**config.mk**
```make
export PLATFORM = sky130hd
export DESIGN_NAME = stepper_position_homing_controller_top
export DESIGN_NICKNAME = d
export VERILOG_FILES = /design/src/rtl/core/sphc_pkg.sv /design/src/rtl/core/stepper_position_homing_controller_top.sv
export VERILOG_INCLUDE_DIRS = /design/src /design/src/rtl/core
export SDC_FILE = /design/constraint.sdc
export NUM_CORES = 1
export LEC_CHECK = 0
export ABC_AREA = 1
export ABC_CLOCK_PERIOD_IN_PS = 5500
export BUFFER_PORTS_ARGS = -buffer_cell sky130_fd_sc_hd__clkbuf_2
export CORE_UTILIZATION = 39
export DETAILED_ROUTE_END_ITERATION = 8
export PLACE_DENSITY_LB_ADDON = 0.12
export SETUP_SLACK_MARGIN = 0.02
export SYNTH_ARGS = -nofsm -noshare
export SYNTH_HDL_FRONTEND = slang
export SYNTH_SLANG_ARGS = --single-unit
export TNS_END_PERCENT = 30
```
**constraint.sdc**
```tcl
create_clock -name clk -period 5.5 [get_ports clk]
set_input_delay 0.825 -clock clk [delete_from_list [all_inputs] [get_ports clk]]
set_output_delay 0.825 -clock clk [all_outputs]
set_load 0.005 [all_outputs]
```
**src/rtl/core/stepper_position_homing_controller_top_assert.svh**
```systemverilog
// Assertion macros for the stepper position homing controller.
// Expects signals named clk and rst in the scope of each use.
`ifndef STEPPER_POSITION_HOMING_CONTROLLER_TOP_ASSERT_SVH
`define STEPPER_POSITION_HOMING_CONTROLLER_TOP_ASSERT_SVH

// The consequent must hold in the same cycle as the antecedent.
`define SPHC_ASSERT_SAME(label, ante, cons) \
  label: assert property (@(posedge clk) disable iff (rst) (ante) |-> (cons)) \
    else $error("sphc assertion failed");

// The consequent must hold in the cycle after the antecedent.
`define SPHC_ASSERT_NEXT(label, ante, cons) \
  label: assert property (@(posedge clk) disable iff (rst) (ante) |=> (cons)) \
    else $error("sphc assertion failed");

`endif

```
**src/rtl/core/sphc_pkg.sv**
```systemverilog
// Shared types and constants of the stepper position homing controller.
// No dependencies.
package sphc_pkg;

  typedef enum logic [1:0] {
    ACT_TICK     = 2'd0,
    ACT_MOVE_ABS = 2'd1,
    ACT_MOVE_REL = 2'd2,
    ACT_HOME     = 2'd3
  } action_t;

  typedef enum logic {
    REG_STEP_INTERVAL = 1'b0,
    REG_PHASE_TABLE   = 1'b1
  } reg_index_t;

  localparam int unsigned IntervalWidth = 20;
  localparam int unsigned PosWidth      = 32;
  localparam int unsigned CfgWidth      = 32;
  localparam int unsigned InDataWidth   = 40;
  localparam int unsigned OutDataWidth  = 40;

  localparam logic [IntervalWidth-1:0] ElapsedMax        = '1;
  localparam logic [IntervalWidth-1:0] StepIntervalReset = 20'd1000;
  localparam logic [CfgWidth-1:0]      PhaseTableReset   = 32'h98C46231;

  typedef struct packed {
    logic                stepped;
    logic                homing;
    logic                homed;
    logic                busy_res;
    logic [PosWidth-1:0] current_position;
    logic [3:0]          coils;
  } result_t;

endpackage

```
**src/rtl/core/stepper_position_homing_controller_top.sv**
```systemverilog
// Top level of the stepper position homing controller: state update,
// result register and skid stage. Depends on sphc_pkg and the assertion header.
//
// channel  direction  payload
// s_axis   in         tuser: action[1:0]; tdata: position[31:0], limit_level[32]
// m_axis   out        tdata: coils, current_position, busy_res, homed, homing, stepped
// cfg      in         cfg_we, cfg_index (0 step_interval, 1 phase_table), cfg_data
//
// The controller state updates at the accepting edge, and the result is registered
// into the output register at that edge, or into the skid stage while the output stalls.
// One item per clock is sustained while the output side takes results.
// A one-entry skid stage holds a result while the output stalls; input ready
// drops only while that stage is full.
// rst is synchronous and restores the register and state reset values.
`include "stepper_position_homing_controller_top_assert.svh"

module stepper_position_homing_controller_top (
  input  logic                                  clk,
  input  logic                                  rst,
  input  logic                                  s_tvalid,
  output logic                                  s_tready,
  // tdata: position[31:0], limit_level[32], zero fill [39:33]
  input  logic [sphc_pkg::InDataWidth-1:0]      s_tdata,
  // tuser: action[1:0]
  input  logic [1:0]                            s_tuser,
  output logic                                  m_tvalid,
  input  logic                                  m_tready,
  // tdata: coils[3:0], current_position[35:4], busy_res[36], homed[37],
  // homing[38], stepped[39]
  output logic [sphc_pkg::OutDataWidth-1:0]     m_tdata,
  input  logic                                  cfg_we,
  input  logic                                  cfg_index,
  input  logic [sphc_pkg::CfgWidth-1:0]         cfg_data
);
  import sphc_pkg::*;

  logic [IntervalWidth-1:0] step_interval;
  logic [CfgWidth-1:0]      phase_table;

  logic [PosWidth-1:0]      position_count, position_count_next;
  logic [PosWidth-1:0]      target_count, target_count_next;
  logic [2:0]               phase_index, phase_index_next;
  logic                     homed_flag, homed_flag_next;
  logic                     homing_flag, homing_flag_next;
  logic [IntervalWidth-1:0] ticks_elapsed, ticks_elapsed_next;
  logic                     stepped;

  logic    out_valid, skid_valid;
  result_t out_res, skid_res, new_res;

  action_t             action;
  logic [PosWidth-1:0] arg;
  logic                limit_hit;
  logic                accept;
  logic [IntervalWidth-1:0] elapsed_inc;
  logic                interval_met;
  logic                backward;

  assign action    = action_t'(s_tuser);
  assign arg       = s_tdata[PosWidth-1:0];
  assign limit_hit = ~s_tdata[PosWidth];
  assign s_tready  = ~skid_valid;
  assign accept    = s_tvalid & s_tready;

  assign elapsed_inc  = (ticks_elapsed != ElapsedMax) ? ticks_elapsed + 1'b1 : ticks_elapsed;
  assign interval_met = (elapsed_inc >= step_interval);
  assign backward     = ($signed(target_count) < $signed(position_count));

  always_comb begin
    position_count_next = position_count;
    target_count_next   = target_count;
    phase_index_next    = phase_index;
    homed_flag_next     = homed_flag;
    homing_flag_next    = homing_flag;
    ticks_elapsed_next  = ticks_elapsed;
    stepped             = 1'b0;
    unique case (action)
      ACT_TICK: begin
        ticks_elapsed_next = elapsed_inc;
        if (homing_flag) begin
          if (limit_hit) begin
            position_count_next = '0;
            target_count_next   = '0;
            homed_flag_next     = 1'b1;
            homing_flag_next    = 1'b0;
          end else if (interval_met) begin
            ticks_elapsed_next = '0;
            phase_index_next   = phase_index - 3'd1;
            stepped            = 1'b1;
          end
        end else if (position_count != target_count) begin
          // During a move, a limit hit is only honored while moving backward.
          if (backward && limit_hit) begin
            position_count_next = '0;
            target_count_next   = '0;
            homed_flag_next     = 1'b1;
          end else if (interval_met) begin
            ticks_elapsed_next = '0;
            stepped            = 1'b1;
            if (backward) begin
              position_count_next = position_count - 1'b1;
              phase_index_next    = phase_index - 3'd1;
            end else begin
              position_count_next = position_count + 1'b1;
              phase_index_next    = phase_index + 3'd1;
            end
          end
        end
      end
      ACT_MOVE_ABS: begin
        if (!homing_flag) target_count_next = arg;
      end
      ACT_MOVE_REL: begin
        if (!homing_flag) target_count_next = position_count + arg;
      end
      ACT_HOME: begin
        homing_flag_next = 1'b1;
        if (limit_hit) begin
          position_count_next = '0;
          target_count_next   = '0;
          homed_flag_next     = 1'b1;
          homing_flag_next    = 1'b0;
        end
      end
      default: ;
    endcase
  end

  always_comb begin
    new_res.coils            = phase_table[{phase_index_next, 2'b00} +: 4];
    new_res.current_position = position_count_next;
    new_res.busy_res         = (position_count_next != target_count_next);
    new_res.homed            = homed_flag_next;
    new_res.homing           = homing_flag_next;
    new_res.stepped          = stepped;
  end

  always_ff @(posedge clk) begin
    if (rst) begin
      step_interval <= StepIntervalReset;
      phase_table   <= PhaseTableReset;
    end else if (cfg_we) begin
      unique case (reg_index_t'(cfg_index))
        REG_STEP_INTERVAL: step_interval <= cfg_data[IntervalWidth-1:0];
        REG_PHASE_TABLE:   phase_table   <= cfg_data;
        default: ;
      endcase
    end
  end

  always_ff @(posedge clk) begin
    if (rst) begin
      position_count <= '0;
      target_count   <= '0;
      phase_index    <= '0;
      homed_flag     <= 1'b0;
      homing_flag    <= 1'b0;
      ticks_elapsed  <= ElapsedMax;
    end else if (accept) begin
      position_count <= position_count_next;
      target_count   <= target_count_next;
      phase_index    <= phase_index_next;
      homed_flag     <= homed_flag_next;
      homing_flag    <= homing_flag_next;
      ticks_elapsed  <= ticks_elapsed_next;
    end
  end

  // Output register with a one-entry skid stage behind it.
  always_ff @(posedge clk) begin
    if (rst) begin
      out_valid  <= 1'b0;
      skid_valid <= 1'b0;
    end else begin
      if (!out_valid || m_tready) begin
        out_valid  <= skid_valid | accept;
        skid_valid <= 1'b0;
      end else if (accept) begin
        skid_valid <= 1'b1;
      end
    end
  end

  always_ff @(posedge clk) begin
    if (!out_valid || m_tready) begin
      out_res <= skid_valid ? skid_res : new_res;
    end else if (accept) begin
      skid_res <= new_res;
    end
  end

  assign m_tvalid = out_valid;
  assign m_tdata  = out_res;

  `SPHC_ASSERT_SAME(a_skid_behind_out, skid_valid, out_valid)
  `SPHC_ASSERT_NEXT(a_stall_holds, out_valid && !m_tready, out_valid)
  `SPHC_ASSERT_SAME(a_homing_ends_homed, $fell(homing_flag), homed_flag)
  `SPHC_ASSERT_SAME(a_homed_zeroes, $rose(homed_flag),
                    position_count == '0 && target_count == '0)

endmodule
```
==> impl_metrics.tcl, run 1 <==
set metrics [dict create \
    grt_setup_unrepaired "false" \
    cts_hold_buf 0 \
    avgRoutedWirePerCell_um 18.4 \
    finalPower_mw 6.91 \
    maxCapViolCount 0 \
    yosysSeqAreaShare_pct 27.6 \
    io_pins 122 \
    synth_area_leaders "nand2_1 (21%), dfxtp_1 (15%), edfxtp_1 (13%)" \
    syn_inst 3104 \
    cts_tree "yes" \
    ys_warn_count 0 \
    grt_usage_pct 28.4 \
    viasPerCell 5.35 \
    grt_overflow 0 \
    layout_min_cycle_time_ns 5.15 \
    synth-edff-count 80 \
    die_h_um 223 \
    slew_violations 0 \
    tns_ns 0 \
    nNetsFinal 3447 \
    cp_max_fo 34 \
    ff2ff_path_depth 32 \
    max_slew_margin_pct 29.9 \
    min_path_type "flop to flop" \
    ys.flop_type "dfxtp_1" \
    ctsLongestPathBuffers 3 \
    drc 0 \
    endpoint_kind "flop" \
    status "complete, no violations" \
    fillers 5113 \
    synth_fp_nets 3313 \
    n_antenna_cell 0 \
    synthesis.area_mm2 0.0190 \
    met3_usage_pct 3.41 \
    grt_pass1_vias 18998 \
    start_util_pct 39.7 \
    dp_hpwl_um 55500 \
    synth_top_area_share_pct 20.8 \
    r2r_slack_ns 0.35 \
    avgSynthCellArea_um2 6.14 \
    drive_gt1_share_pct 9.70 \
    io_buffer_count 114 \
    met2_usage_pct 45.5 \
    cpMaxStageDelayCell "ha_1" \
    finalCritPeriodShare_pct 93.6 \
    dp.cells 3824 \
    synthArstFlopShare_pct 0 \
    grt_pass1_wl_um 110000 \
    synth_seq_cells 223 \
    setup_ws_ns 0.352 \
    powerDensity_mw_per_mm2 319 \
    crit_type "flop to flop" \
    ant_nets 0 \
    htreeDepth 1 \
    path_clk_slew_ns 0.06 \
    syn2layout_area_growth_pct 13.9 \
    vdd_drop_max_v 0.000231 \
    synth_cell_types 53 \
    antenna_found_initial 0 \
    fp.dieW_um 223 \
    gp_congestion 0.967 \
    hold_end "phase_table[25]" \
    fin_skew_ns 0.0210 \
    worst_slew_pin_slew_ns 1.05 \
    vias 20729 \
    crit_arrival_ns 5.46 \
    num_rows 80 \
    fmax_mhz 194 \
    grt_max_degree 91 \
    hold_start "phase_table[25]" \
    clock_latency_ns 0.57 \
    holdPathStages 2 \
    dp_slack_ns 0.234 \
    dr.pass1.iters 6 \
    setup_violations 0 \
    grt_busiest_layer "met2" \
    hold_violations 0 \
    cp_common_cell "nand2_1" \
    cts_buffers 27 \
    dieArea_mm2 0.0497 \
    r2r_start "position_count[31]" \
    cts_root_buffer "clkbuf_16" \
    use_met1_pct 39.4 \
    critical-path-max-stage-delay_ns 0.41 \
    cp-start-kind "flop" \
    yosysTopAreaCell "nand2_1" \
    drt_iter0_markers 1618 \
    r2r_end "m_tdata[36]" \
    fin_cells 3874 \
    required_ns 5.81 \
    design.core.area_mm2 0.0479 \
    clock-sinks 223 \
    drt-total-wl_um 71400 \
    p_leak_nw 11.0 \
]
[per-stage QoR]
stage / cell area (um2) / utilization (%) / hold WS, ns
floorplan: 19000 / - / 0.425
global placement: 20800 / 43.3 / 0.443
detailed placement: 20800 / 43.3 / 0.452
CTS: 21600 / 45.1 / 0.433
global route: 21700 / 45.3 / 0.467
finish: 21700 / 45.3 / 0.456
[power by group]
| part | leakage (nW) | total [mW] | switching, mW | internal, mW |
|---|---|---|---|---|
| combinational | 8.64 | 3.11 | 2.05 | 1.06 |
| clock | 0.425 | 1.83 | 0.785 | 1.04 |
| sequential | 1.98 | 1.97 | 0.0870 | 1.88 |
| total | 11.0 | 6.91 | 2.93 | 3.99 |
[state kept, by name, indices dropped and copies added (netlist names)]
register / flops
homed_flag: 1
homing_flag: 1
m_tdata: 40
m_tvalid: 1
phase_index: 3
phase_table: 32
position_count: 32
skid_res: 40
skid_valid: 1
step_interval: 20
target_count: 32
ticks_elapsed: 20
[layout make-up]
cell class | instances | area (um2) | share of cell area [%]
Sequential cell | 223 | 5270 | 24.3
Multi-Input combinational cell | 2337 | 11800 | 54.2
Timing Repair Buffer | 224 | 1420 | 6.55
Clock buffer | 29 | 683 | 3.15
Tap cell | 615 | 769 | 3.55
Inverter | 425 | 1600 | 7.36
Clock inverter | 21 | 200 | 0.923
[cell usage after synthesis (all sizes together) (14+ instances only)]
library cell  instances
xor2                 14
nor3                 24
o21ai               278
edfxtp               80
nand2              1057
nor2                206
nand3               205
buf                  28
dfxtp               143
clkbuf               91
nand4                38
nand3b               15
a221oi               19
a31oi                14
a21oi               233
o211ai               27
inv                 420
ha                  127
[critical path: cells and delay by family (launching register included)]
kind | cells | cell delay, ns
adders and majority gates | 2 | 0.80
buffers and inverters | 5 | 0.67
DFF | 1 | 0.34
and+or+nand+nor | 25 | 3.06
[per-layer routing]
metal | part of all wire [%] | vias up
met3 | 5.3 | 107
met2 | 45 | 592
met1 | 46 | 9616
met4 | 3.4 | 0
met5 | 0 | -
li1 | - | 10414
[logic make-up after synthesis]
kind of cell             share of synthesized area (%)
adder cells (fa/ha/maj)                           8.55
AO/OA/AOI/OAI                                     17.9
AND/OR/NAND/NOR                                   33.7
XOR/XNOR                                          1.20
buffers and inverters                             11.0
flip-flops                                        27.6
[what timing repair did]
item                                   4_1_cts  5_1_grt
resized for setup                            0       16
buffers inserted                             0        0
setup endpoints to repair                    0        2
endpoints found under the hold margin        0        0
[worst max-delay path by stage]
stage | from | endpoint | slack (ns) | depth (start not counted)
floorplan | position_count[31] | m_tdata[36] | 0.70 | 33
finish | position_count[31] | m_tdata[36] | 0.35 | 32
CTS | ticks_elapsed[4] | m_tdata[36] | 0.19 | 32
global placement | ticks_elapsed[4] | m_tdata[36] | 0.25 | 32
global route | position_count[31] | m_tdata[36] | 0.01 | 36
detailed placement | ticks_elapsed[4] | m_tdata[36] | 0.23 | 32
[cell usage in the layout, fill, tap and decap left out, types with 4 or more instances in the layout]
master,netlist,layout
a21oi_2,0,5
inv_2,6,7
nand3b_1,15,15
nor2_1,204,198
nand2_1,1053,1049
dfxtp_1,143,141
clkinv_2,0,7
inv_1,414,412
clkbuf_16,0,27
o21ai_1,8,8
nor2_2,1,4
xnor2_1,12,12
edfxtp_1,80,80
o21a_1,4,4
nor3_1,23,22
nand2_2,4,8
a21oi_1,232,227
a31oi_1,14,14
nand4_1,35,35
a21o_1,4,4
o211ai_1,27,27
o31ai_1,11,11
a211oi_1,5,5
o21ai_0,269,269
clkinv_1,5,9
clkinvlp_4,0,4
a221oi_1,19,19
and2_1,7,7
clkbuf_2,0,114
nor2_4,1,4
buf_4,7,108
nand3_1,202,200
o21bai_1,13,13
xor2_1,14,14
ha_1,127,126
No activity file was read; power rests on OpenSTA's default activity.
==> inputs of run 2 (changes only) <==
--- a/config.mk
+++ b/config.mk
@@ -7,7 +7,7 @@
 export NUM_CORES = 1
 export LEC_CHECK = 0
 export ABC_AREA = 1
-export ABC_CLOCK_PERIOD_IN_PS = 5500
+export ABC_CLOCK_PERIOD_IN_PS = 6400
 export BUFFER_PORTS_ARGS = -buffer_cell sky130_fd_sc_hd__clkbuf_2
 export CORE_UTILIZATION = 39
 export DETAILED_ROUTE_END_ITERATION = 8
==> constraint.sdc (replaced) <==
create_clock -name clk -period 6.4 [get_ports clk]
set_input_delay 0.96 -clock clk [delete_from_list [all_inputs] [get_ports clk]]
set_output_delay 0.96 -clock clk [all_outputs]
set_load 0.005 [all_outputs]
==> run 2 against run 1 <==
Compared with the run above: clock skew fell by 0.011 ns; wire length decreased by 2.2%; die area did not move; largest power group unchanged; register-to-register slack improved by 0.38 ns; maximum frequency fell by 9.2%; global-route usage shrank 0.72 points; non-clock buffer count shrank 55; sequential share of layout area is 0.53 points higher; core utilization shrank 0.97 points; largest cell class unchanged; total power is 15% lower.
==> impl_metrics.tcl, run 2 (synthesis gave the netlist of run 1 again) <==
set metrics [dict create \
    placed_area_mm2 0.0203 \
    final_cell_mix "nand2_1 (1053), inv_1 (412), o21ai_0 (269)" \
    syn2layout_area_growth_pct 11.5 \
    setup_ws_ns 0.731 \
    dp.cells 3769 \
    cts_setup_buffers 0 \
    p_leak_nw 10.8 \
    postLayoutCoreUtil_pct 44.3 \
    design.core.area_mm2 0.0479 \
    ff2ff_path_depth 34 \
    grt_usage_pct 27.7 \
    cpMaxStageDelayCell "dfxtp_1" \
    gp_congestion 0.960 \
    cp_max_fo 40 \
    status "complete, no violations" \
    avgRoutedWirePerCell_um 18.3 \
    antenna_found_initial 0 \
    io_pins 122 \
    drt_iter0_markers 1749 \
    cts_buffers 26 \
    cts_root_buffer "clkbuf_16" \
    fmax_mhz 176 \
    fin_skew_ns 0.00983 \
    crit_end "m_tdata[36]" \
    holdPathStages 2 \
    vdd_drop_max_v 0.000186 \
    ant_nets 0 \
    vias 20564 \
    viasPerCell 5.39 \
    p_int_mw 3.40 \
    netSwitchingPower_mw 2.45 \
    cts.repair.resized 0 \
    finalCritPeriodShare_pct 88.6 \
    cts_hold_buf 0 \
    grt_pass1_vias 18944 \
    swShare_pct 41.8 \
    nNetsFinal 3391 \
    clkPwrFrac_pct 26.8 \
    cp_common_cell "nand2_1" \
    grt_overflow 0 \
    grt_max_degree 109 \
    io_buffer_count 114 \
    crit_type "flop to flop" \
    grt_pass1_wl_um 108000 \
    setup_violations 0 \
    whs_ns 0.455 \
    grt_setup_unrepaired "false" \
    htreeDepth 1 \
    worst_slew_pin_slew_ns 1.02 \
    critPathLaunch "position_count[31]" \
    fin_cells 3817 \
    r2r_slack_ns 0.73 \
    dr.pass1.iters 5 \
    pwr-share-comb_pct 43.9 \
    finalPower_mw 5.85 \
    crit_arrival_ns 5.97 \
    drc 0 \
    ctsLongestPathBuffers 3 \
    required_ns 6.70 \
    fin_area_mm2 0.0212 \
    cp-start-kind "flop" \
    mostFrequentLayoutCell "nand2_1" \
    endpoint_kind "flop" \
    drive_gt1_share_pct 7.50 \
    r2r_start "position_count[31]" \
    path_clk_slew_ns 0.07 \
    seqPwrFrac_pct 29.3 \
    powerDensity_mw_per_mm2 276 \
    slew_violations 0 \
    dp_slack_ns 0.859 \
    max_slew_margin_pct 32.3 \
    clock_latency_ns 0.55 \
    die_h_um 223 \
    num_rows 80 \
    n_antenna_cell 0 \
    drt-total-wl_um 69800 \
    fp.dieW_um 223 \
    clock-sinks 223 \
    cts_tree "yes" \
    min_path_type "flop to flop" \
    r2r_end "m_tdata[36]" \
    hold_violations 0 \
    dp_hpwl_um 53900 \
    layout_min_cycle_time_ns 5.67 \
    critical-path-max-stage-delay_ns 0.43 \
    start_util_pct 39.7 \
    tns_ns 0 \
    maxCapViolCount 0 \
    dieArea_mm2 0.0497 \
]
==> run 2: changes by cell type in the layout (fill, tap and decap cells not counted), moves of 5 or more <==
cell      previous run  this run
buf_4              108        53
a21oi_1            227       232
a21oi_2              5         0
clkinv_2             7         2
==> run 2: layout make-up <==
cell class,count,area (um2)
Multi-Input combinational cell,2337,11700
Timing Repair Buffer,169,1010
Clock buffer,33,698
Tap cell,615,769
Fill cell,5127,26700
Sequential cell,223,5270
Clock inverter,15,189
Inverter,425,1600
==> run 2: how the worst min path moves through the flow <==
stage,start,to,slack [ns]
2_1_floorplan,phase_table[15],phase_table[15],0.42
3_3_place_gp,phase_table[24],phase_table[24],0.44
3_5_place_dp,phase_table[25],phase_table[25],0.45
4_1_cts,phase_table[25],phase_table[25],0.46
5_1_grt,step_interval[11],step_interval[11],0.48
6_report,phase_table[25],phase_table[25],0.45
==> run 2: power by group through the flow <==
stage	clock network (mW)	registers (mW)	logic, mW
after global routing	1.66	1.72	2.90
final	1.57	1.71	2.57
after global placement	0	1.74	2.52
after CTS	1.61	1.71	2.56
after floorplan	0	1.72	1.75
after detailed placement	0	1.74	2.54
==> run 2: critical path, delay by kind of cell, from the launching register on <==
family	cells	cell delay, ns
buffers and inverters	2	0.35
adders and majority gates	2	0.70
DFF	1	0.43
and+or+nand+nor	30	3.93
==> run 2: per-layer routing <==
| metal | GRT usage [%] | share of wire [%] | up-vias |
|---|---|---|---|
| met5 | 0 | 0 | - |
| met4 | 9.81 | 3.9 | 0 |
| met3 | 3.33 | 6.0 | 112 |
| met2 | 44.1 | 44 | 643 |
| met1 | 38.3 | 46 | 9503 |
| li1 | - | - | 10306 |
==> inputs of run 3 (changes only) <==
--- a/config.mk
+++ b/config.mk
@@ -6,7 +6,7 @@
 export SDC_FILE = /design/constraint.sdc
 export NUM_CORES = 1
 export LEC_CHECK = 0
-export ABC_AREA = 1
+export ABC_AREA = 0
 export ABC_CLOCK_PERIOD_IN_PS = 6400
 export BUFFER_PORTS_ARGS = -buffer_cell sky130_fd_sc_hd__clkbuf_2
 export CORE_UTILIZATION = 39
==> run 3 against run 2 <==
Compared with the run above: total power decreased by 2.5%; worst setup slack got worse by 0.45 ns; clock skew up 0.0093 ns; wire length shrank 15%; critical path depth is 10 lower; synthesized area down 15%; critical path type unchanged; first-iteration DRC count fell by 18%; combinational power shrank 8.6%; critical endpoint unchanged; largest cell class unchanged; via count fell by 23%; worst hold slack got worse by 0.0041 ns; sequential share of layout area rose by 2.6 points.
==> impl_metrics.tcl, run 3 <==
set metrics [dict create \
    dp.cells 2647 \
    mostFrequentLayoutCell "nand2_1" \
    clkPwrFrac_pct 29.8 \
    grt_setup_unrepaired "true" \
    cp-start-kind "flop" \
    final_cell_mix "nand2_1 (280), a21oi_1 (210), nor2_1 (156)" \
    critPathLaunch "position_count[19]" \
    cts.repair.resized 0 \
    finalPower_mw 5.70 \
    synth_cell_types 89 \
    status "complete, no violations" \
    r2r_end "m_tdata[36]" \
    avgSynthCellArea_um2 8.25 \
    ff2ff_path_depth 24 \
    avgRoutedWirePerCell_um 22.0 \
    ys_warn_count 0 \
    crit_arrival_ns 6.40 \
    p_int_mw 3.57 \
    synth_top_area_share_pct 17.7 \
    clock_latency_ns 0.57 \
    grt_pass1_vias 14733 \
    r2r_slack_ns 0.28 \
    path_clk_slew_ns 0.06 \
    netSwitchingPower_mw 2.13 \
    synth.most_common_cell "nand2_1" \
    ys.flop_type "dfxtp_1" \
    synth_area_leaders "dfxtp_1 (18%), edfxtp_1 (15%), ha_1 (9.8%)" \
    synthTopCellsByCount "nand2_1 (281), a21oi_1 (210), nor2_1 (157)" \
    fp.dieW_um 205 \
    synthArstFlopShare_pct 0 \
    ctsLongestPathBuffers 3 \
    start_util_pct 39.6 \
    antenna_found_initial 4 \
    crit_type "flop to flop" \
    worst_slew_pin_slew_ns 1.34 \
    cpMaxStageDelayCell "a32oi_1" \
    cts_root_buffer "clkbuf_16" \
    drc 0 \
    synth_fp_nets 2166 \
    dieArea_mm2 0.0422 \
    crit_end "m_tdata[36]" \
    cts_buffers 27 \
    htreeDepth 1 \
    r2r_start "position_count[19]" \
    viasPerCell 5.86 \
    slew_violations 0 \
    grt_usage_pct 27.9 \
    cts_tree "yes" \
    syn_inst 1957 \
    fmax_mhz 163 \
    min_path_type "flop to flop" \
    dp_slack_ns 0.148 \
    fin_skew_ns 0.0191 \
    postLayoutCoreUtil_pct 47.1 \
    finalCritPeriodShare_pct 95.6 \
    hold_violations 0 \
    clock-sinks 223 \
    nNetsFinal 2353 \
    dr.pass1.iters 5 \
    max_slew_margin_pct 10.6 \
    synthesis.area_mm2 0.0161 \
    io_pins 122 \
    dp_hpwl_um 44400 \
    io_buffer_count 114 \
    setup_violations 0 \
    setup_ws_ns 0.279 \
    grt_max_degree 76 \
    drive_gt1_share_pct 18.0 \
    fin_cells 2698 \
    drt-total-wl_um 59300 \
    design.core.area_mm2 0.0408 \
    cp_max_fo 26 \
    path_cells "inv_1, ha_1, a21oi_1, o21ai_0, a21o_1, o31ai_1, o211ai_2, clkinv_2, buf_6, ha_1, buf_4, a21oi_1, o21ai_0, nor3b_1, a2111o_1, nor2_1, o21ai_0, xnor2_1, a32oi_1, xnor2_1, nand2_1, nor4_1, buf_4, a41oi_1" \
    seqPwrFrac_pct 29.0 \
    cts_setup_buffers 0 \
    syn2layout_area_growth_pct 19.0 \
    ant_nets 0 \
    powerDensity_mw_per_mm2 297 \
    synth_seq_cells 223 \
    grt_pass1_wl_um 89800 \
    critical-path-max-stage-delay_ns 0.45 \
    pwr-share-comb_pct 41.1 \
    cp_common_cell "o21ai_0" \
    maxCapViolCount 0 \
    drt_iter0_markers 1431 \
    endpoint_kind "flop" \
    p_leak_nw 8.20 \
    die_h_um 205 \
    synth-edff-count 80 \
    grt_overflow 0 \
    vdd_drop_max_v 0.000195 \
    vias 15815 \
    swShare_pct 37.4 \
    yosysSeqAreaShare_pct 32.6 \
    gp_congestion 0.953 \
    cts_hold_buf 0 \
    num_rows 74 \
    yosysTopAreaCell "dfxtp_1" \
    required_ns 6.67 \
    layout_min_cycle_time_ns 6.12 \
]
==> run 3: logic make-up after synthesis <==
family	count (synthesis)	synth area share (%)
adder cells (fa/ha/maj)	129	10.1
AND/OR/NAND/NOR	682	19.5
buffers and inverters	186	4.44
AO/OA/AOI/OAI	594	24.0
XOR/XNOR	85	4.73
multiplexers	58	4.63
flip-flops	223	32.6
==> run 3: stage by stage <==
stage	instance area [um2]	hold WS (ns)	TNS (ns)
4_1_cts	19100	0.453	0
3_3_place_gp	18200	0.439	0
2_1_floorplan	16100	0.429	0
5_1_grt	19200	0.470	-0.00290
3_5_place_dp	18200	0.444	0
6_report	19200	0.450	0
==> run 3: cell type report <==
type,count,area (um2)
Fill cell,4049,21600
Multi-Input combinational cell,1548,10300
Sequential cell,223,5270
Timing Repair Buffer,260,1710
Clock buffer,31,721
Tap cell,532,666
Inverter,84,317
Clock inverter,19,264
Antenna cell,1,2.50
==> run 3: critical path: cells and delay by family (launching register included) <==
family	cells	cell delay [ns]
AO/OA/AOI/OAI	11	2.58
XOR/XNOR	2	0.38
buffers and inverters	5	0.93
adder cells (fa/ha/maj)	2	0.64
AND/OR/NAND/NOR	4	0.84
flip-flops	1	0.43
==> run 3: worst min path at each step <==
stage                     from               to  slack [ns]  cells after the start
6_report       phase_table[17]  phase_table[17]        0.45                      2
5_1_grt         phase_table[1]   phase_table[1]        0.47                      2
4_1_cts        phase_table[24]  phase_table[24]        0.45                      2
3_5_place_dp   phase_table[24]  phase_table[24]        0.44                      2
3_3_place_gp   phase_table[19]  phase_table[19]        0.44                      2
2_1_floorplan  phase_table[13]  phase_table[13]        0.43                      2
==> run 3: power by group through the flow <==
stage                     logic (mW)  registers (mW)  clock network, mW
final                           2.35            1.65               1.70
after global routing            2.56            1.67               1.78
after detailed placement        2.28            1.69                  0
after floorplan                 1.42            1.68                  0
after global placement          2.27            1.68                  0
after CTS                       2.30            1.66               1.73
==> run 3: routing by layer <==
layer	vias to the layer above	GRT usage [%]	routed length, um
met5	-	0	28
met4	4	10.0	2090
met3	114	3.80	3660
met2	547	44.9	27300
met1	7560	38.0	26300
li1	7590	-	-
